<file path="src/sv/hid_boot_report_to_scancode_events_top_assert.svh">
// assertion macros shared by the scancode event generator modules
`ifndef HID_BOOT_REPORT_TO_SCANCODE_EVENTS_TOP_ASSERT_SVH
`define HID_BOOT_REPORT_TO_SCANCODE_EVENTS_TOP_ASSERT_SVH

// property must hold on every clock edge out of reset
`define HBRSE_ASSERT(lbl, prop, msg) \
  lbl: assert property (@(posedge clk_i) disable iff (!rst_ni) (prop)) \
    else $error(msg);

// condition must never be seen on a clock edge out of reset
`define HBRSE_NEVER(lbl, cond, msg) \
  lbl: assert property (@(posedge clk_i) disable iff (!rst_ni) !(cond)) \
    else $error(msg);

`endif

</file>
<file path="src/sv/hbrse_pkg.sv">
// shared constants, tables and helpers of the scancode event generator
package hbrse_pkg;

  localparam int unsigned KEY_SLOTS_DEF   = 6;
  localparam int unsigned INPUT_SLOTS     = 6;
  localparam int unsigned QUEUE_DEPTH_DEF = 2;
  localparam int unsigned USAGE_COUNT     = 53;

  localparam logic [7:0] USAGE_FIRST    = 8'h04;
  localparam logic [7:0] USAGE_LAST     = 8'h38;
  localparam logic [7:0] USAGE_ROLLOVER = 8'h01;
  localparam logic [7:0] UNMAPPED_MOD   = 8'h80;

  localparam logic [2:0] MOD_RCTRL = 3'd4;
  localparam logic [2:0] MOD_RALT  = 3'd6;

  localparam logic [7:0] USAGE_TABLE [USAGE_COUNT] = '{
    8'h1e, 8'h30, 8'h2e, 8'h20, 8'h12, 8'h21, 8'h22, 8'h23, 8'h17, 8'h24, 8'h25, 8'h26,
    8'h32, 8'h31, 8'h18, 8'h19, 8'h10, 8'h13, 8'h1f, 8'h14, 8'h16, 8'h2f, 8'h11, 8'h2d,
    8'h15, 8'h2c, 8'h02, 8'h03, 8'h04, 8'h05, 8'h06, 8'h07, 8'h08, 8'h09, 8'h0a, 8'h0b,
    8'h1c, 8'h01, 8'h0e, 8'h0f, 8'h39, 8'h0c, 8'h0d, 8'h1a, 8'h1b, 8'h2b, 8'h00, 8'h27,
    8'h28, 8'h29, 8'h33, 8'h34, 8'h35
  };

  localparam logic [7:0] MOD_TABLE [8] = '{
    8'h1d, 8'h2a, 8'h38, 8'h00, 8'h1d, 8'h36, 8'h38, 8'h00
  };

  // job layout, lowest bits first: new modifiers, modifier change mask,
  // old keys, new keys, release mask, press mask
  function automatic int unsigned job_w(int unsigned key_slots);
    return 16 + 18 * key_slots;
  endfunction

  // zero when the usage has no set-1 code
  function automatic logic [7:0] usage_scancode(logic [7:0] usage);
    logic [7:0] code;
    code = '0;
    if (usage >= USAGE_FIRST && usage <= USAGE_LAST) begin
      code = USAGE_TABLE[6'(usage - USAGE_FIRST)];
    end
    return code;
  endfunction

endpackage

</file>
<file path="src/sv/hbrse_front.sv">
// report intake: length masking, rollover filter, diff against the stored report
module hbrse_front #(
  parameter int unsigned KEY_SLOTS = hbrse_pkg::KEY_SLOTS_DEF
) (
  input  logic                                     clk_i,
  input  logic                                     rst_ni,
  input  logic                                     in_valid_i,
  output logic                                     in_ready_o,
  input  logic                                     transfer_ok_i,
  input  logic [3:0]                               report_length_i,
  input  logic [7:0]                               modifier_bits_i,
  input  logic [7:0]                               key_slot_a_i,
  input  logic [7:0]                               key_slot_b_i,
  input  logic [7:0]                               key_slot_c_i,
  input  logic [7:0]                               key_slot_d_i,
  input  logic [7:0]                               key_slot_e_i,
  input  logic [7:0]                               key_slot_f_i,
  input  logic                                     queue_full_i,
  output logic                                     push_o,
  output logic [hbrse_pkg::job_w(KEY_SLOTS)-1:0]   job_o
);
  import hbrse_pkg::*;

  localparam int unsigned JobW = job_w(KEY_SLOTS);

  logic [7:0]           key_in [INPUT_SLOTS];
  logic [7:0]           slots  [KEY_SLOTS];
  logic [7:0]           mods;
  logic                 rollover;
  logic [KEY_SLOTS-1:0] rel_mask;
  logic [KEY_SLOTS-1:0] prs_mask;
  logic [7:0]           mod_diff;
  logic                 accept;
  logic                 store;

  logic [7:0] prior_mod_q, prior_mod_d;
  logic [7:0] prior_keys_q [KEY_SLOTS];

  assign key_in[0] = key_slot_a_i;
  assign key_in[1] = key_slot_b_i;
  assign key_in[2] = key_slot_c_i;
  assign key_in[3] = key_slot_d_i;
  assign key_in[4] = key_slot_e_i;
  assign key_in[5] = key_slot_f_i;

  assign mods = (report_length_i >= 4'd1) ? modifier_bits_i : '0;

  // key slot i sits at report byte i+2
  for (genvar g = 0; g < KEY_SLOTS; g++) begin : g_slot
    if (g < INPUT_SLOTS) begin : g_in
      assign slots[g] = (report_length_i >= 4'(g + 3)) ? key_in[g] : '0;
    end else begin : g_zero
      assign slots[g] = '0;
    end
  end

  always_comb begin
    rollover = 1'b1;
    rel_mask = '0;
    prs_mask = '0;
    for (int i = 0; i < KEY_SLOTS; i++) begin
      if (slots[i] != USAGE_ROLLOVER) rollover = 1'b0;
    end
    for (int i = 0; i < KEY_SLOTS; i++) begin
      rel_mask[i] = (prior_keys_q[i] != '0);
      prs_mask[i] = (slots[i] != '0);
      for (int j = 0; j < KEY_SLOTS; j++) begin
        if (slots[j] == prior_keys_q[i]) rel_mask[i] = 1'b0;
        if (prior_keys_q[j] == slots[i]) prs_mask[i] = 1'b0;
      end
    end
  end

  assign mod_diff    = mods ^ prior_mod_q;
  assign in_ready_o  = !queue_full_i;
  assign accept      = in_valid_i && in_ready_o;
  assign store       = accept && transfer_ok_i && !rollover;
  assign push_o      = store && ((|mod_diff) || (|rel_mask) || (|prs_mask));
  assign prior_mod_d = store ? mods : prior_mod_q;

  always_comb begin
    job_o = '0;
    job_o[7:0]  = mods;
    job_o[15:8] = mod_diff;
    for (int i = 0; i < KEY_SLOTS; i++) begin
      job_o[16 + 8*i +: 8]             = prior_keys_q[i];
      job_o[16 + 8*KEY_SLOTS + 8*i +: 8] = slots[i];
    end
    job_o[16 + 16*KEY_SLOTS +: KEY_SLOTS] = rel_mask;
    job_o[JobW-1 -: KEY_SLOTS]            = prs_mask;
  end

  always_ff @(posedge clk_i or negedge rst_ni) begin
    if (!rst_ni) begin
      prior_mod_q <= '0;
      for (int i = 0; i < KEY_SLOTS; i++) prior_keys_q[i] <= '0;
    end else begin
      prior_mod_q <= prior_mod_d;
      if (store) begin
        for (int i = 0; i < KEY_SLOTS; i++) prior_keys_q[i] <= slots[i];
      end
    end
  end

endmodule

</file>
<file path="src/sv/hbrse_queue.sv">
// short job queue between report intake and event output
module hbrse_queue #(
  parameter int unsigned WIDTH = 16,
  parameter int unsigned DEPTH = hbrse_pkg::QUEUE_DEPTH_DEF
) (
  input  logic             clk_i,
  input  logic             rst_ni,
  input  logic             push_i,
  input  logic [WIDTH-1:0] push_data_i,
  output logic             full_o,
  input  logic             pop_i,
  output logic             valid_o,
  output logic [WIDTH-1:0] data_o
);
  import hbrse_pkg::*;

  localparam int unsigned PtrW = (DEPTH > 1) ? $clog2(DEPTH) : 1;
  localparam int unsigned CntW = $clog2(DEPTH + 1);

  logic [WIDTH-1:0] entry_q [DEPTH];
  logic [PtrW-1:0]  wr_ptr_q, wr_ptr_d;
  logic [PtrW-1:0]  rd_ptr_q, rd_ptr_d;
  logic [CntW-1:0]  count_q, count_d;

  assign full_o  = (count_q == CntW'(DEPTH));
  assign valid_o = (count_q != '0);
  assign data_o  = entry_q[rd_ptr_q];

  always_comb begin
    wr_ptr_d = wr_ptr_q;
    rd_ptr_d = rd_ptr_q;
    count_d  = count_q;
    if (push_i) begin
      wr_ptr_d = (wr_ptr_q == PtrW'(DEPTH - 1)) ? '0 : wr_ptr_q + PtrW'(1);
    end
    if (pop_i) begin
      rd_ptr_d = (rd_ptr_q == PtrW'(DEPTH - 1)) ? '0 : rd_ptr_q + PtrW'(1);
    end
    unique case ({push_i, pop_i})
      2'b10:   count_d = count_q + CntW'(1);
      2'b01:   count_d = count_q - CntW'(1);
      default: count_d = count_q;
    endcase
  end

  always_ff @(posedge clk_i or negedge rst_ni) begin
    if (!rst_ni) begin
      wr_ptr_q <= '0;
      rd_ptr_q <= '0;
      count_q  <= '0;
    end else begin
      wr_ptr_q <= wr_ptr_d;
      rd_ptr_q <= rd_ptr_d;
      count_q  <= count_d;
    end
  end

  always_ff @(posedge clk_i) begin
    if (push_i) entry_q[wr_ptr_q] <= push_data_i;
  end

  `include "hid_boot_report_to_scancode_events_top_assert.svh"

  `HBRSE_NEVER(a_no_push_full, push_i && full_o, "job pushed into a full queue")
  `HBRSE_NEVER(a_no_pop_empty, pop_i && !valid_o, "job popped from an empty queue")
  `HBRSE_ASSERT(a_count_range, count_q <= CntW'(DEPTH), "queue count beyond depth")

endmodule

</file>
<file path="src/sv/hbrse_back.sv">
// event sequencer: walks one job's change masks and emits one scancode item a cycle while out_ready_i allows
module hbrse_back #(
  parameter int unsigned KEY_SLOTS = hbrse_pkg::KEY_SLOTS_DEF
) (
  input  logic                                   clk_i,
  input  logic                                   rst_ni,
  input  logic                                   job_valid_i,
  input  logic [hbrse_pkg::job_w(KEY_SLOTS)-1:0] job_i,
  output logic                                   job_pop_o,
  output logic                                   out_valid_o,
  input  logic                                   out_ready_i,
  output logic [7:0]                             scan_code_o,
  output logic                                   extended_prefix_o,
  output logic                                   unmapped_o,
  output logic                                   pressed_o,
  output logic                                   last_event_o
);
  import hbrse_pkg::*;

  localparam int unsigned JobW = job_w(KEY_SLOTS);
  localparam int unsigned IdxW = (KEY_SLOTS > 1) ? $clog2(KEY_SLOTS) : 1;

  // current job
  logic [7:0]           mod_new_q;
  logic [7:0]           mod_mask_q, mod_mask_d;
  logic [KEY_SLOTS-1:0] rel_mask_q, rel_mask_d;
  logic [KEY_SLOTS-1:0] prs_mask_q, prs_mask_d;
  logic [7:0]           old_key_q [KEY_SLOTS];
  logic [7:0]           new_key_q [KEY_SLOTS];

  // output register
  logic       out_valid_q, out_valid_d;
  logic [7:0] out_code_q;
  logic       out_ext_q, out_unm_q, out_prs_q, out_last_q;

  logic                 advance, have, emit, remaining, load, job_has_work;
  logic [2:0]           mod_idx;
  logic [IdxW-1:0]      rel_idx, prs_idx;
  logic [7:0]           mod_nx;
  logic [KEY_SLOTS-1:0] rel_nx, prs_nx;
  logic [7:0]           usage, key_code, mod_code;
  logic [7:0]           ev_code;
  logic                 ev_ext, ev_unm, ev_prs;

  assign advance   = !out_valid_q || out_ready_i;
  assign have      = (|mod_mask_q) || (|rel_mask_q) || (|prs_mask_q);
  assign emit      = advance && have;
  assign remaining = emit ? ((|mod_nx) || (|rel_nx) || (|prs_nx)) : have;
  assign load      = job_valid_i && !remaining;
  assign job_pop_o = load;

  assign job_has_work = (|job_i[15:8]) || (|job_i[JobW-1 -: 2*KEY_SLOTS]);

  // lowest set bit of each mask goes first
  always_comb begin
    mod_idx = '0;
    rel_idx = '0;
    prs_idx = '0;
    for (int i = 7; i >= 0; i--) begin
      if (mod_mask_q[i]) mod_idx = 3'(i);
    end
    for (int i = KEY_SLOTS - 1; i >= 0; i--) begin
      if (rel_mask_q[i]) rel_idx = IdxW'(i);
      if (prs_mask_q[i]) prs_idx = IdxW'(i);
    end
  end

  assign mod_code = MOD_TABLE[mod_idx];
  assign key_code = usage_scancode(usage);

  always_comb begin
    mod_nx  = mod_mask_q;
    rel_nx  = rel_mask_q;
    prs_nx  = prs_mask_q;
    usage   = '0;
    ev_code = '0;
    ev_ext  = 1'b0;
    ev_unm  = 1'b0;
    ev_prs  = 1'b0;
    priority if (|mod_mask_q) begin
      mod_nx = mod_mask_q & (mod_mask_q - 8'd1);
      ev_prs = mod_new_q[mod_idx];
      if (mod_code == '0) begin
        ev_code = UNMAPPED_MOD | {5'd0, mod_idx};
        ev_unm  = 1'b1;
      end else begin
        ev_code = mod_code;
        ev_ext  = (mod_idx == MOD_RCTRL) || (mod_idx == MOD_RALT);
      end
    end else if (|rel_mask_q) begin
      rel_nx  = rel_mask_q & (rel_mask_q - KEY_SLOTS'(1));
      usage   = old_key_q[rel_idx];
      ev_code = (key_code == '0) ? usage : key_code;
      ev_unm  = (key_code == '0);
    end else if (|prs_mask_q) begin
      prs_nx  = prs_mask_q & (prs_mask_q - KEY_SLOTS'(1));
      usage   = new_key_q[prs_idx];
      ev_code = (key_code == '0) ? usage : key_code;
      ev_unm  = (key_code == '0);
      ev_prs  = 1'b1;
    end else begin
      usage = '0;
    end
  end

  always_comb begin
    mod_mask_d  = emit ? mod_nx : mod_mask_q;
    rel_mask_d  = emit ? rel_nx : rel_mask_q;
    prs_mask_d  = emit ? prs_nx : prs_mask_q;
    out_valid_d = emit ? 1'b1 : (advance ? 1'b0 : out_valid_q);
    if (load) begin
      mod_mask_d = job_i[15:8];
      rel_mask_d = job_i[16 + 16*KEY_SLOTS +: KEY_SLOTS];
      prs_mask_d = job_i[JobW-1 -: KEY_SLOTS];
    end
  end

  always_ff @(posedge clk_i or negedge rst_ni) begin
    if (!rst_ni) begin
      mod_mask_q  <= '0;
      rel_mask_q  <= '0;
      prs_mask_q  <= '0;
      out_valid_q <= 1'b0;
    end else begin
      mod_mask_q  <= mod_mask_d;
      rel_mask_q  <= rel_mask_d;
      prs_mask_q  <= prs_mask_d;
      out_valid_q <= out_valid_d;
    end
  end

  always_ff @(posedge clk_i) begin
    if (load) begin
      mod_new_q <= job_i[7:0];
      for (int i = 0; i < KEY_SLOTS; i++) begin
        old_key_q[i] <= job_i[16 + 8*i +: 8];
        new_key_q[i] <= job_i[16 + 8*KEY_SLOTS + 8*i +: 8];
      end
    end
    if (emit) begin
      out_code_q <= ev_code;
      out_ext_q  <= ev_ext;
      out_unm_q  <= ev_unm;
      out_prs_q  <= ev_prs;
      out_last_q <= !remaining;
    end
  end

  assign out_valid_o       = out_valid_q;
  assign scan_code_o       = out_code_q;
  assign extended_prefix_o = out_ext_q;
  assign unmapped_o        = out_unm_q;
  assign pressed_o         = out_prs_q;
  assign last_event_o      = out_last_q;

  `include "hid_boot_report_to_scancode_events_top_assert.svh"

  `HBRSE_ASSERT(a_job_not_empty, load |-> job_has_work, "queued job carries no event")
  `HBRSE_ASSERT(a_run_continues, (out_valid_q && out_ready_i && !out_last_q) |=> out_valid_q, "event run broken before its last item")
  `HBRSE_NEVER(a_ext_is_mapped, out_valid_q && out_ext_q && out_unm_q, "extended prefix on an unmapped key")

endmodule

</file>
<file path="src/sv/hid_boot_report_to_scancode_events_top.sv">
// top level: usb boot keyboard reports in, set-1 scancode events out
// Each accepted report is compared with the last stored one and turns into a
// run of events: modifier changes (bit 0 upwards), then releases of keys gone,
// then presses of keys new, one item per unstalled cycle, the final item of
// the run marked by tlast. A run is 0 to 8 + 2*KEY_SLOTS items (20 for six
// slots); the output sequencer, at one event per cycle, sets the sustained
// rate. The intake diffs a report in the cycle it is accepted and parks the
// job in a QUEUE_DEPTH-entry queue, so new reports are taken while earlier
// runs are still being sent and s_axis_tready falls only when that queue is
// full. Failed transfers and ErrorRollOver reports give no events and leave
// the stored report as it was; a report that changes nothing is still stored.
module hid_boot_report_to_scancode_events_top #(
  parameter int unsigned KEY_SLOTS   = hbrse_pkg::KEY_SLOTS_DEF,
  parameter int unsigned QUEUE_DEPTH = hbrse_pkg::QUEUE_DEPTH_DEF
) (
  input  logic        clk_i,
  input  logic        rst_ni,
  input  logic        s_axis_tvalid,
  output logic        s_axis_tready,
  // report_length[3:0], modifier_bits[11:4], key_slot_a[19:12] .. key_slot_f[59:52]
  input  logic [63:0] s_axis_tdata,
  // transfer_ok[0]
  input  logic        s_axis_tuser,
  output logic        m_axis_tvalid,
  input  logic        m_axis_tready,
  // scan_code[7:0]
  output logic [7:0]  m_axis_tdata,
  // extended_prefix[0], unmapped[1], pressed[2]
  output logic [2:0]  m_axis_tuser,
  output logic        m_axis_tlast
);
  import hbrse_pkg::*;

  localparam int unsigned JobW = job_w(KEY_SLOTS);

  logic            push, queue_full, job_valid, job_pop;
  logic [JobW-1:0] push_job, head_job;
  logic            ext, unm, prs;

  hbrse_front #(
    .KEY_SLOTS (KEY_SLOTS)
  ) u_front (
    .clk_i           (clk_i),
    .rst_ni          (rst_ni),
    .in_valid_i      (s_axis_tvalid),
    .in_ready_o      (s_axis_tready),
    .transfer_ok_i   (s_axis_tuser),
    .report_length_i (s_axis_tdata[3:0]),
    .modifier_bits_i (s_axis_tdata[11:4]),
    .key_slot_a_i    (s_axis_tdata[19:12]),
    .key_slot_b_i    (s_axis_tdata[27:20]),
    .key_slot_c_i    (s_axis_tdata[35:28]),
    .key_slot_d_i    (s_axis_tdata[43:36]),
    .key_slot_e_i    (s_axis_tdata[51:44]),
    .key_slot_f_i    (s_axis_tdata[59:52]),
    .queue_full_i    (queue_full),
    .push_o          (push),
    .job_o           (push_job)
  );

  hbrse_queue #(
    .WIDTH (JobW),
    .DEPTH (QUEUE_DEPTH)
  ) u_queue (
    .clk_i       (clk_i),
    .rst_ni      (rst_ni),
    .push_i      (push),
    .push_data_i (push_job),
    .full_o      (queue_full),
    .pop_i       (job_pop),
    .valid_o     (job_valid),
    .data_o      (head_job)
  );

  hbrse_back #(
    .KEY_SLOTS (KEY_SLOTS)
  ) u_back (
    .clk_i             (clk_i),
    .rst_ni            (rst_ni),
    .job_valid_i       (job_valid),
    .job_i             (head_job),
    .job_pop_o         (job_pop),
    .out_valid_o       (m_axis_tvalid),
    .out_ready_i       (m_axis_tready),
    .scan_code_o       (m_axis_tdata),
    .extended_prefix_o (ext),
    .unmapped_o        (unm),
    .pressed_o         (prs),
    .last_event_o      (m_axis_tlast)
  );

  assign m_axis_tuser = {prs, unm, ext};

endmodule

</file>
<file path="config.mk">
export PLATFORM = sky130hd
export DESIGN_NAME = hid_boot_report_to_scancode_events_top
export DESIGN_NICKNAME = d
export VERILOG_FILES = /design/src/sv/hbrse_pkg.sv /design/src/sv/hbrse_front.sv /design/src/sv/hbrse_queue.sv /design/src/sv/hbrse_back.sv /design/src/sv/hid_boot_report_to_scancode_events_top.sv
export VERILOG_INCLUDE_DIRS = /design/src /design/src/sv
export SDC_FILE = /design/constraint.sdc
export NUM_CORES = 1
export LEC_CHECK = 0
export BUFFER_PORTS_ARGS = -buffer_cell sky130_fd_sc_hd__buf_2
export CORE_ASPECT_RATIO = 0.6
export CORE_MARGIN = 5
export CORE_UTILIZATION = 45
export DETAILED_ROUTE_END_ITERATION = 10
export PLACE_DENSITY = 0.67
export SETUP_SLACK_MARGIN = 0.05
export SYNTH_ARGS = -nofsm -noshare
export SYNTH_HDL_FRONTEND = slang
export SYNTH_SLANG_ARGS = --single-unit
</file>
<file path="constraint.sdc">
create_clock -name clk_i -period 7.73 [get_ports clk_i]
set_clock_uncertainty 0.1 [all_clocks]
set_input_delay 0.773 -clock clk_i [delete_from_list [all_inputs] [get_ports clk_i]]
set_output_delay 0.773 -clock clk_i [all_outputs]
set_load 0.005 [all_outputs]
</file>
Yosys cells after proc, flatten, opt, wreduce, memory -nomap -nowiden
Memory sizes are Yosys's and may differ from the RTL's.
Cells that the tools add are included.
{ "op_classes": {"order_cmp": 12, "eq_ne": 83, "n_mul": 0, "n_mux": 150, "bitwise_logic": 7, "add_sub_neg": 8, "reduce_logical": 47, "shifts": 0, "div_mod_pow": 0} }
{ "op_table": {"columns": ["operator", "n"], "rows": [
  ["8-bit == test", 72],
  ["8-bit two-way mux", 24],
  ["8-bit nonzero test", 12],
  ["1-bit two-way mux", 95],
  ["3-bit two-way mux", 20],
  ["6-bit two-way mux", 9],
  ["8-bit by 1-bit != test with 1-bit output, second input constant", 6],
  ["6-bit OR reduction", 6],
  ["8-bit OR reduction", 3],
  ["4-bit by 3-bit >= comparator with 1-bit output, second input constant", 4],
  ["8-bit zero test", 2],
  ["6-bit bitwise AND", 2],
  ["6-bit by 1-bit subtractor with 6-bit output, second input constant", 2],
  ["8-bit bitwise AND", 1],
  ["4-bit >= comparator, second input constant", 2],
  ["8-bit by 3-bit >= comparator with 1-bit output, second input constant", 1],
  ["8-bit by 6-bit <= comparator with 1-bit output, second input constant", 1],
  ["1-bit logical OR", 8],
  ["2-bit nonzero test", 4],
  ["8-bit by 1-bit subtractor with 8-bit output, second input constant", 1],
  ["8-bit bitwise XOR", 1],
  ["7-bit >= comparator, second input constant", 1],
  ["1-bit logical AND", 7],
  ["6-bit inverter with 7-bit output", 1],
  ["16 further kinds", 22]
]} }
{ "totals": {"reg_bits": 101, "mem_count": 5, "wordCells": 332, "ram_bits": 344, "romBits": 576, "latchBits": 0, "out_inout_bits": 14} }
{ "memory_table": {"columns": ["name", "depth", "word_bits", "read_ports", "rd_clocked_by_memory_dff", "wr", "line", "source"], "rows": [
  ["(no name shown)", 64, 8, 1, 0, 0, "hbrse_pkg.sv:40", "code = USAGE_TABLE[6'(usage - USAGE_FIRST)];"],
  ["u_queue.entry_q", 2, 124, 1, 0, 1, "hbrse_queue.sv:20", "logic [WIDTH-1:0] entry_q [DEPTH];"],
  ["(no name shown)", 8, 8, 1, 0, 0, "hbrse_back.sv:68", "assign mod_code = MOD_TABLE[mod_idx];"],
  ["u_back.new_key_q", 6, 8, 1, 0, 6, "hbrse_back.sv:29", "logic [7:0] new_key_q [KEY_SLOTS];"],
  ["u_back.old_key_q", 6, 8, 1, 0, 6, "hbrse_back.sv:28", "logic [7:0] old_key_q [KEY_SLOTS];"]
]} }

Depth between registers and ports, before layout
Gate-level depths: netlist (run 1).
An unclocked memory read counts as a cell.
{ "logic_depth": {"ltp_word": 21, "ltp_mapped": 21, "mapped_depth_nobuf": 15} }

Hierarchy
From an unflattened synthesis (run 1), not the netlist that was laid out.
{ "hier_totals": {"cells_unflattened": 2303, "hier_area_um2": 25471.9} }
{ "modules_own_cells": {"columns": ["module", "n_inst", "area_each_um2", "cells_per_inst"], "rows": [
  ["hbrse_queue", 1, 9331.4, 402],
  ["hbrse_front", 1, 9038.7, 1259],
  ["hbrse_back", 1, 7079.3, 639],
  ["hid_boot_report_to_scancode_events_top", 1, 22.5, 3]
]} }

Worst setup path after synthesis (run 1)
Ideal clock, no wire load.
{ "synth_path": {"path_kind": "in2reg", "startpoint": "input port s_axis_tdata[2]", "endpoint": "memory u_queue.entry_q[0][0] (netlist name), enable pin", "path_slack_ps": -1427, "required_time_ps": 7021, "arrival_ps": 8448, "setup_time_ps": 609, "stages": 14, "path_cell_list": "clkbuf_1 -> or2_2 -> a21oi_1 -> clkbuf_1 -> clkbuf_1 -> buf_1 -> o32ai_1 -> nand4_1 -> nand3_1 -> nor4_1 -> nor3_1 -> nand3_1 -> o21bai_1 -> nor2_1"} }
{ "synth_between": {"elab_chain_len": 15, "elab_cells_between_ends": 187, "cone_classes": "order compare (7); eq/ne (78); mux (87); bitwise (1); reduce/logical (14)"} }
{ "synth_rtl": {"columns": ["item", "line", "source"], "rows": [
  ["start: declaration", "hid_boot_report_to_scancode_events_top.sv:21", "input logic [63:0] s_axis_tdata,"],
  ["4-bit by 2-bit >= comparator with 1-bit output", "hbrse_front.sv:51", "assign slots[g] = (report_length_i >= 4'(g + 3)) ? key_in[g] : '0;"],
  ["8-bit two-way mux", "hbrse_front.sv:51", null],
  ["8-bit == test", "hbrse_front.sv:68", "if (slots[j] == prior_keys_q[i]) rel_mask[i] = 1'b0;"],
  ["1-bit two-way mux (5 in series)", "hbrse_front.sv:68", null],
  ["1-bit two-way mux *", "hbrse_front.sv:68", null],
  ["net push_job[116]", "hid_boot_report_to_scancode_events_top.sv:37", "logic [JobW-1:0] push_job, head_job;"],
  ["6-bit OR reduction *", "hbrse_front.sv:78", "assign push_o = store && ((|mod_diff) || (|rel_mask) || (|prs_mask));"],
  ["1-bit logical OR * (2 in series)", "hbrse_front.sv:78", null],
  ["1-bit logical AND *", "hbrse_front.sv:78", null],
  ["1-bit two-way mux *", "hbrse_queue.sv:59", "if (push_i) entry_q[wr_ptr_q] <= push_data_i;"],
  ["1-bit two-way mux (implied by the code) *", "hbrse_queue.sv:59", null],
  ["end: declaration", "hbrse_queue.sv:20", null]
]} }
The timed path passes the listed nets; every way through them passes the cells marked *.

Final worst setup path (run 1)
{ "layout_path": {"startpoint": "register u_front.prior_keys_q, in the netlist u_front.job_o[37]", "endpoint": "memory u_queue.entry_q[0][91] (netlist name), enable pin"} }
{ "layout_between": {"elab_cells_between_ends": 50, "cone_classes": "eq/ne (12); mux (32); reduce/logical (6)"} }
{ "layout_rtl": {"columns": ["item", "line", "source"], "rows": [
  ["start: declaration", "hbrse_front.sv:37", "logic [7:0] prior_keys_q [KEY_SLOTS];"],
  ["8-bit == test", "hbrse_front.sv:69", "if (prior_keys_q[j] == slots[i]) prs_mask[i] = 1'b0;"],
  ["1-bit two-way mux (4 in series)", "hbrse_front.sv:69", null],
  ["net push_job[123]", "hid_boot_report_to_scancode_events_top.sv:37", null],
  ["6-bit OR reduction", "hbrse_front.sv:78", null],
  ["1-bit logical OR", "hbrse_front.sv:78", null],
  ["1-bit logical AND", "hbrse_front.sv:78", null],
  ["1-bit two-way mux", "hbrse_queue.sv:59", null],
  ["1-bit two-way mux (implied by the code)", "hbrse_queue.sv:59", null]
]} }
The timed path passes the listed nets, and every way through them passes these cells.

==> results.yml, run 1 <==
setup_path:
  reg2reg_depth: 10
  crit_path_start: "u_front.job_o[37]"
  critPathMostFrequentCell: "nor4_1"
  cp.required_ns: 7.80
  crit_fanout: 49
  slowest_stage: "dfrtp_1"
  reg2reg_from: "u_front.job_o[37]"
  cp-end-kind: "flop"
  worstPathCellList: "nor2_1, a22oi_1, nor4_1, or4_1, nor3_1, nor4_1, nand3_1, o21bai_1, nor2_4, buf_4"
  critPathKind: "flop to flop"
  start_kind: "flop"
  crit_path_max_incr_delay_ns: 1.02
  critPathArrivalTime_ns: 5.89
floorplanning:
  ios: 83
  die_area_sq_um: 60000
  row_count: 66
  die_h_microns: 192
  die_x_microns: 313
  core-area_sq_um: 54300
  initial_core_util_pct: 45.6
drt:
  via_per_inst: 6.44
  drc: 0
  wl_per_cell_microns: 27.7
  route.vias.total: 19100
  drtAntennaViolNets: 0
  first_pass_iters: 6
  drt_wl_total_mm: 82.2
  drtIter0Drc: 2814
synthesis:
  postSynthCellCount: 2251
  synth_compound_area_share_pct: 13.4
  yosys_warnings: 0
  syn_area_per_cell_sq_um: 11.0
  synth_area_sq_um: 24800
  synth_nets: 2338
  synth-edff-count: 364
  synth_xor_area_share_pct: 7.41
  yosysSeqAreaShare_pct: 52.3
  synthMuxAreaShare_pct: 6.84
  yosys.area_share.simple_pct: 14.7
  synth_top_family_by_area: "simple AND/OR/NAND/NOR gates"
  synth_ff_type: "edfxtp_1"
  async_flop_share_pct: 18.2
  synth_fa_ha_area_share_pct: 1.07
  post_synth_num_cell_types: 98
  ys_ff_latch: 445
cts:
  cts_root_buffer: "clkbuf_16"
  cts.path.max_buffers: 3
  post_cts_buffers: 0
  cts_buffers: 41
  clk_pin_slew_ns: 0.07
  ctsHoldBuffers: 0
  clk_latency_ns: 0.59
  h-tree-depth: 2
  cts_tree: "done"
  cts.sinks: 445
  cts_resized: 0
sta:
  setup_viol: 0
  hold_viol: 0
  min_period_over_period_pct: 75.3
  grt_setup_unrepaired: "no"
  fmax_mhz: 172
  worst_pin_slew_ns: 1.23
  period_needed_ns: 5.82
  final.setup.tns_ns: 0
  relSlewSlack_pct: 17.0
  final-max-slew-violation-count: 0
placed_design:
  portBuffers: 78
  place_inst: 2894
  gp_congestion: 1.08
  dp_hpwl_mm: 58.3
grt:
  grt_remaining_overflow: 0
  grt_pass1_vias: 17600
  grt_util_all_layers_pct: 26.8
  grt_max_degree: 80
  antenna_found_initial: 5
  grt_first_pass_wirelength_mm: 120
power:
  vdd_drop_max_uv: 636
  power.total_uw: 14200
  p_seq_share_pct: 29.1
  clkPwrFrac_pct: 14.7
  switching_share_pct: 46.9
  switching_power_uw: 6670
  p_leak_uw: 0.00935
  p_int_uw: 7540
  power_frac_comb_pct: 56.3
  power.density_nw_per_um2: 525
hold_path:
  hold_path.class: "input pin to asynchronous set/reset pin"
final_layout:
  antenna_cells: 0
  layout-drive-gt1-share_pct: 16.8
  nNetsFinal: 2310
  syn2layout_area_growth_pct: 9.11
  finalNonFillerCells: 2970
run_status:
  status: "complete, no violations"
job:
  cap_violations: 0
==> worst max-delay path, delay by kind of cell, from the launching register on <==
family          cells  cell delay, ns
compound gates      2            0.60
buf+inv             1            0.70
flops               1            1.02
simple gates        7            2.95
==> routing by layer <==
metal	GRT usage [%]	share of wire, %	vias up
met5	0	0.016	-
met4	6.13	2.4	2
met3	7.54	12	154
met2	37.5	41	1058
met1	41.2	45	9519
li1	-	-	8400
==> through the flow <==
stage               cell area (sq um)  util (%)  setup WS [ns]  hold slack, ns
floorplan                       24800         -          -1.43           0.340
global placement                25700      47.3           1.68           0.382
detailed placement              25700      47.3           1.60           0.390
CTS                             27000      49.8           2.07           0.100
global route                    27000      49.8           1.54           0.119
finish                          27000      49.8           1.91           0.101
==> final timing paths <==
kind	end	slack (ns)
setup / recovery	u_queue.entry_q[0][91]	1.91
hold / removal	u_back.prs_mask_q[2]	0.10
setup reg to reg	u_queue.entry_q[0][91]	1.91
hold reg to reg	u_queue.count_q[1]	0.40
max in group asynchronous	u_front.job_o[58]	6.33
min in group clk_i	u_queue.count_q[1]	0.40
==> power by group through the flow <==
stage | Combinational (uW) | Sequential, uW | Clock, uW
global placement | 7600 | 4120 | 0
global route | 8620 | 4170 | 2220
CTS | 7820 | 4100 | 2110
detailed placement | 7770 | 4140 | 0
finish | 7990 | 4130 | 2080
floorplan | 6190 | 3760 | 0
==> cell usage after synthesis (21+ instances only) <==
master / instances / area [sq um]
a21oi_1: 37 / 185
a22oi_1: 21 / 158
a31oi_1: 91 / 569
and2_1: 24 / 150
buf_1: 24 / 90.1
clkbuf_1: 157 / 589
dfrtp_1: 81 / 2030
edfxtp_1: 364 / 10900
inv_1: 52 / 195
mux2_2: 125 / 1410
mux2i_1: 22 / 220
nand2_1: 139 / 522
nand3_1: 63 / 315
nand4_1: 32 / 200
nor2_1: 167 / 627
nor3_1: 50 / 250
nor4_1: 35 / 219
nor4bb_1: 56 / 561
o21ai_0: 161 / 806
o32ai_1: 60 / 526
xnor2_1: 161 / 1410
xor2_1: 47 / 412
==> area by class of cell <==
type / instances / area, sq um
flip-flops and latches: 445 / 13000
multi-input cells: 1542 / 10800
clock buffers: 54 / 1120
inverters: 56 / 213
fillers: 4838 / 27300
well taps: 714 / 893
clock inverters: 22 / 244
repair buffers: 137 / 836
==> cells in the final DEF, fill, tap and decap left out, types with 11 or more instances in the layout <==
master,synthesis,final
edfxtp_1,364,364
nor2_1,167,164
o21ai_0,161,161
xnor2_1,161,161
nand2_1,139,139
mux2_2,125,125
a31oi_1,91,91
dfrtp_1,81,80
buf_2,17,77
nand3_1,63,63
o32ai_1,60,60
buf_4,4,60
nor4bb_1,56,56
inv_1,52,51
nor3_1,50,50
xor2_1,47,47
clkbuf_16,0,42
a21oi_1,37,35
nor4_1,35,35
nand4_1,32,32
and2_1,24,24
mux2i_1,22,22
a22oi_1,21,21
ha_1,18,18
nor2b_1,15,15
nand2b_1,12,12
and3_1,12,12
nand3b_1,11,11
a311oi_1,11,11
==> state kept, by name (all words and copies together) (netlist names), 2 cells and up <==
name                 cells
u_front.job_o           48
u_back.scan_code_o       8
u_front.prior_mod_q      8
u_back.mod_mask_q        8
u_back.mod_new_q         8
u_back.new_key_q        48
u_back.rel_mask_q        6
u_queue.entry_q        248
u_back.old_key_q        48
u_back.prs_mask_q        6
u_queue.count_q          2
==> cells by family after synthesis <==
logic type / count (synthesis)
buffers and inverters: 264
flip-flops: 445
multiplexers: 151
adder cells (fa/ha/maj): 22
AO/OA/AOI/OAI: 488
AND/OR/NAND/NOR: 672
XOR/XNOR: 209
No activity file was read; power rests on OpenSTA's default activity.
==> run 2: changes to the inputs <==
ABC_AREA = 1   (was unset)
clock period = 5 ns   (was 7.73 ns; I/O delays follow)
==> results.yml, run 2 <==
run_status:
  status: "complete, no violations"
synthesis:
  postSynthCellCount: 2537
  synth_area_leaders: "edfxtp_1 46%, nand2_1 14%, dfrtp_1 8.6%, xor2_1 6.4%, inv_1 3.2%"
  synth_nets: 2624
  synth_ff_type: "edfxtp_1"
  yosysMostFrequentCell: "nand2_1"
  synth_area_sq_um: 23600
  post_synth_num_cell_types: 60
  syn_area_per_cell_sq_um: 9.30
  yosys_warnings: 0
  async_flop_share_pct: 18.2
  yosysSeqAreaShare_pct: 54.9
  synth_commonest_cells: "852 x nand2_1, 364 x edfxtp_1, 202 x inv_1"
  synth-edff-count: 364
  ys_ff_latch: 445
  yosysTopAreaCellShare_pct: 46.3
  yosys.area.top_type: "edfxtp_1"
placed_design:
  gp_congestion: 0.973
  place_inst: 3294
  dp_slack_ns: 0.491
  dp_hpwl_mm: 61.2
  portBuffers: 78
setup_path:
  cp.required_ns: 5.24
  critPathArrivalTime_ns: 4.55
  cp-end-kind: "flop"
  critPathKind: "flop to flop"
  reg2reg_depth: 23
  reg2reg_from: "u_back.mod_mask_q[1]"
  rrSetupSlack_ns: 0.69
  r2r_end: "u_back.scan_code_o[0]"
  start_kind: "flop"
  crit_fanout: 11
final_layout:
  largest_reg_flops: 248
  final_cell_mix: "851 x nand2_1, 364 x edfxtp_1, 201 x inv_1, 172 x xor2_1, 119 x nand3_1"
  layout_commonest_cell: "nand2_1"
  nNetsFinal: 2725
  layout-drive-gt1-share_pct: 13.3
  largest-register: "u_queue.entry_q"
  syn2layout_area_growth_pct: 12.3
  finalNonFillerCells: 3375
sta:
  final-max-slew-violation-count: 0
  worst_pin_slew_ns: 1.15
  relSlewSlack_pct: 23.4
  period_needed_ns: 4.31
  worst_slack_ns: 0.689
  setup_viol: 0
  min_period_over_period_pct: 86.2
  fin_hold_ws_ns: 0.188
  hold_viol: 0
  grt_setup_unrepaired: "no"
  final.setup.tns_ns: 0
  fmax_mhz: 232
cts:
  clk_pin_slew_ns: 0.07
  h-tree-depth: 2
  cts_resized: 0
  cts.path.max_buffers: 3
  cts_tree: "done"
  cts.sinks: 445
  cts_buffers: 43
  clk_latency_ns: 0.58
  cts_root_buffer: "clkbuf_16"
power:
  vdd_drop_max_uv: 458
  p_leak_uw: 0.0113
  power.total_uw: 18900
  power.density_nw_per_um2: 714
drt:
  wl_per_cell_microns: 24.4
  via_per_inst: 5.61
  drt_wl_total_mm: 82.5
  route.vias.total: 18900
  first_pass_iters: 6
  drtAntennaViolNets: 0
  drtIter0Drc: 2589
  drc: 0
hold_path:
  holdPathEnd: "u_front.prior_mod_q[4]"
  holdPathStages: 3
  hold_path.class: "input pin to flop"
  hold_start: "s_axis_tdata[8]"
floorplanning:
  initial_core_util_pct: 45.2
  die_area_sq_um: 57300
  core-area_sq_um: 52200
  die_x_microns: 306
  row_count: 65
  ios: 83
  die_h_microns: 187
grt:
  grt_max_degree: 113
  grt_util_all_layers_pct: 28.5
  antenna_found_initial: 3
  grt_first_pass_wirelength_mm: 122
  grt_remaining_overflow: 0
  grt_pass1_vias: 18100
job:
  cap_violations: 0
-- run 2: changes by cell type in the layout (fill, tap and decap cells not counted), sizes merged, moves of 33 or more --
| cell | previous run | this run |
|---|---|---|
| nand2 | 141 | 907 |
| nand3 | 63 | 132 |
| o32ai | 61 | 13 |
| mux2 | 127 | 0 |
| nor4bb | 56 | 0 |
| o21ai | 166 | 94 |
| xor2 | 48 | 172 |
| xnor2 | 161 | 9 |
| a31oi | 91 | 5 |
| nor3 | 52 | 19 |
| nand4 | 32 | 78 |
| inv | 56 | 232 |
-- run 2: worst max-delay path: stages (launching register included) --
cell     delay, ns
dfrtp_1       0.40
nor2_2        0.18
nand2_1       0.10
nor2_2        0.20
nand2_2       0.15
nor2_1        0.46
nand3_4       0.23
nand2_4       0.22
inv_2         0.11
ha_1          0.31
buf_4         0.19
or2_2         0.30
nand2_1       0.09
nor2_1        0.05
nand2_1       0.08
nand3_1       0.08
nand3_1       0.16
nand2_1       0.13
nor2_4        0.16
nand2_4       0.10
nand2_4       0.08
nand2_1       0.06
nand2_1       0.08
nand2_1       0.05
-- run 2: cell families after synthesis --
group	count (synthesis)	share of synthesized area (%)
DFF	445	54.9
AOI/OAI and AO/OA	208	5.34
and+or+nand+nor	1349	26.2
xor gates and xnor gates	181	6.72
adders and majority gates	18	0.954
buffers and inverters	336	5.85
-- run 2: per-stage QoR --
stage	instance area (sq um)	utilization [%]
global placement	25100	48.1
floorplan	23600	-
CTS	26500	50.8
global route	26500	50.8
detailed placement	25100	48.1
finish	26500	50.8
-- run 2: layout make-up --
| class | count | area, sq um |
|---|---|---|
| clock inverters | 18 | 201 |
| diodes | 1 | 2.50 |
| repair buffers | 149 | 1060 |
| inverters | 243 | 930 |
| multi-input cells | 1756 | 9280 |
| fillers | 4794 | 25700 |
| flip-flops and latches | 445 | 13000 |
| well taps | 703 | 880 |
| clock buffers | 60 | 1190 |
-- run 2: repair_timing --
action | CTS | global route
buffers inserted | 0 | 0
hold buffers | 2 | 0
hold endpoints to repair | 40 | 0
-- run 2: where the power goes --
part	internal, uW	switching, uW
logic	2850	6390
clock network	1790	1470
registers	5320	1100
-- run 2: worst max-delay path by stage --
stage                              start                      to  slack [ns]  cells past startpoint
floorplan                s_axis_tdata[3]   u_queue.entry_q[0][0]        0.26                     18
global placement         s_axis_tdata[3]  u_queue.entry_q[1][20]        0.53                     15
detailed placement       s_axis_tdata[3]  u_queue.entry_q[1][20]        0.49                     16
CTS                 u_back.mod_mask_q[1]   u_back.scan_code_o[5]        0.77                     23
global route        u_back.mod_mask_q[1]   u_back.scan_code_o[5]        0.42                     23
finish              u_back.mod_mask_q[1]   u_back.scan_code_o[0]        0.69                     23
-- run 2: metal layers --
metal | GRT usage, % | up-vias | wire [microns]
met5 | 0 | - | 0
met4 | 5.36 | 0 | 1670
met3 | 8.67 | 115 | 10000
met2 | 38.2 | 974 | 32100
met1 | 45.4 | 9190 | 38700
li1 | - | 8660 | -
==> run 3: changes to the inputs <==
CORE_UTILIZATION = 30   (was 45)
PLACE_DENSITY = 0.5   (was 0.67)
==> results.yml, run 3 (same netlist as run 2, synthesis figures left out) <==
run_status:
  status: "complete, no violations"
floorplanning:
  ios: 83
  initial_core_util_pct: 30.3
  die_area_sq_um: 84600
  die_h_microns: 227
  core-area_sq_um: 77800
  row_count: 79
  die_x_microns: 372
final_layout:
  syn2layout_area_growth_pct: 16.6
  nFillCells: 7897
  nNetsFinal: 2757
  largest-register: "u_queue.entry_q"
  layout_commonest_cell: "nand2_1"
  final_area_sq_um: 27500
  largest_reg_flops: 248
  layout-drive-gt1-share_pct: 14.8
  fin_util_pct: 35.4
  final_cell_mix: "851 x nand2_1, 364 x edfxtp_1, 201 x inv_1, 172 x xor2_1, 119 x nand3_1"
drt:
  drc: 0
  first_pass_iters: 6
  drtIter0Drc: 2507
  drt_wl_total_mm: 93.1
  wl_per_cell_microns: 24.7
  route.vias.total: 19100
  drtAntennaViolNets: 0
  via_per_inst: 5.08
grt:
  grt_pass1_vias: 17800
  grt_max_degree: 113
  antenna_found_initial: 10
  grt_util_all_layers_pct: 21.8
  grt_remaining_overflow: 0
  grt_first_pass_wirelength_mm: 131
sta:
  final-max-slew-violation-count: 0
  grt_setup_unrepaired: "no"
  setup_viol: 0
  relSlewSlack_pct: 17.7
  hold_viol: 0
  period_needed_ns: 4.46
  fmax_mhz: 224
  min_period_over_period_pct: 89.2
  worst_pin_slew_ns: 1.23
  final.setup.tns_ns: 0
cts:
  cts_root_buffer: "clkbuf_16"
  h-tree-depth: 2
  clk_latency_ns: 0.63
  clk_pin_slew_ns: 0.07
  cts_resized: 0
  cts_tree: "done"
  cts_buffers: 46
  cts.sinks: 445
  cts.path.max_buffers: 3
setup_path:
  cp.required_ns: 5.38
  critPathKind: "flop to flop"
  crit_path_max_incr_delay_ns: 0.42
  crit_fanout: 22
  cp-end-kind: "flop"
  start_kind: "flop"
  critPathArrivalTime_ns: 4.84
  slowest_stage: "dfrtp_1"
  worstPathCellList: "nor2_1, inv_1, nor2_2, nand2_2, buf_4, nor2_4, nand3_1, o31ai_1, nand2_1, nor2_1, nand4_1, nand2_1, o21ai_2, inv_4, ha_1, a21oi_1, o21ai_0, xor2_1"
job:
  cap_violations: 0
power:
  switching_power_uw: 9450
  vdd_drop_max_uv: 422
  power.density_nw_per_um2: 725
  power_frac_comb_pct: 49.0
  clkPwrFrac_pct: 19.2
  p_int_uw: 10500
  p_seq_share_pct: 31.7
  p_leak_uw: 0.0116
  switching_share_pct: 47.3
  power.total_uw: 20000
placed_design:
  placed_cell_area_sq_um: 25800
  dp_hpwl_mm: 68.2
  gp_congestion: 0.978
  portBuffers: 78
hold_path:
  hold_path.class: "input pin to flop"
-- run 3: cell type report --
class	count	area [sq um]	share of cell area, %
flip-flops and latches	445	13000	47.1
clock buffers	59	1280	4.65
repair buffers	178	1340	4.85
well taps	1053	1320	4.79
clock inverters	27	410	1.49
diodes	3	7.51	0.0273
inverters	243	931	3.38
multi-input cells	1756	9280	33.7
-- run 3: path summary, 6_finish.rpt --
| path | start | to | slack, ns | cells past startpoint |
|---|---|---|---|---|
| max | u_back.mod_mask_q[4] | u_queue.count_q[1] | 0.54 | 18 |
| max reg2reg | u_back.mod_mask_q[4] | u_queue.count_q[1] | 0.54 | 18 |
| min reg2reg | u_queue.wr_ptr_q | u_queue.wr_ptr_q | 0.40 | 2 |
| max in group asynchronous | rst_ni | u_queue.rd_ptr_q | 3.13 | 3 |
| min | s_axis_tdata[6] | u_queue.entry_q[0][2] | 0.13 | 3 |
| min in group asynchronous | rst_ni | u_front.prior_mod_q[0] | 0.39 | 2 |
-- run 3: critical path, delay by kind of cell, from the launching register on --
family	cells	cell delay, ns
AND/OR/NAND/NOR	9	1.65
AO/OA/AOI/OAI	4	0.97
buffers and inverters	3	0.71
flip-flops	1	0.42
adder cells (fa/ha/maj)	1	0.32
XOR/XNOR	1	0.15
-- run 3: power by group through the flow --
| stage | clock [uW] | sequential, uW | combinational [uW] |
|---|---|---|---|
| 5_1_grt | 4070 | 6410 | 10700 |
| 4_1_cts | 3910 | 6300 | 9660 |
| 2_1_floorplan | 0 | 5760 | 6610 |
| 3_3_place_gp | 0 | 6360 | 9580 |
| 6_report | 3840 | 6330 | 9790 |
| 3_5_place_dp | 0 | 6380 | 9620 |
-- run 3: metal layers --
metal / up-vias / track usage, % / part of all wire, %
met5: - / 0 / 0
met4: 0 / 3.61 / 1.5
met3: 96 / 5.92 / 11
met2: 959 / 28.5 / 38
met1: 9348 / 35.4 / 50
li1: 8709 / - / -
-- run 3: repair_timing --
item / 4_1_cts / 5_1_grt
hold buffers: 2 / 0
hold endpoints to repair: 46 / 0
buffers inserted: 0 / 0
-- run 3: per-stage QoR --
stage,instances,hold WS [ns],setup slack (ns)
CTS,3761,0.104,0.633
finish,3764,0.126,0.539
floorplan,2537,0.104,0.258
detailed placement,3673,0.389,0.547
global placement,3673,0.367,0.620
global route,3761,0.123,0.320
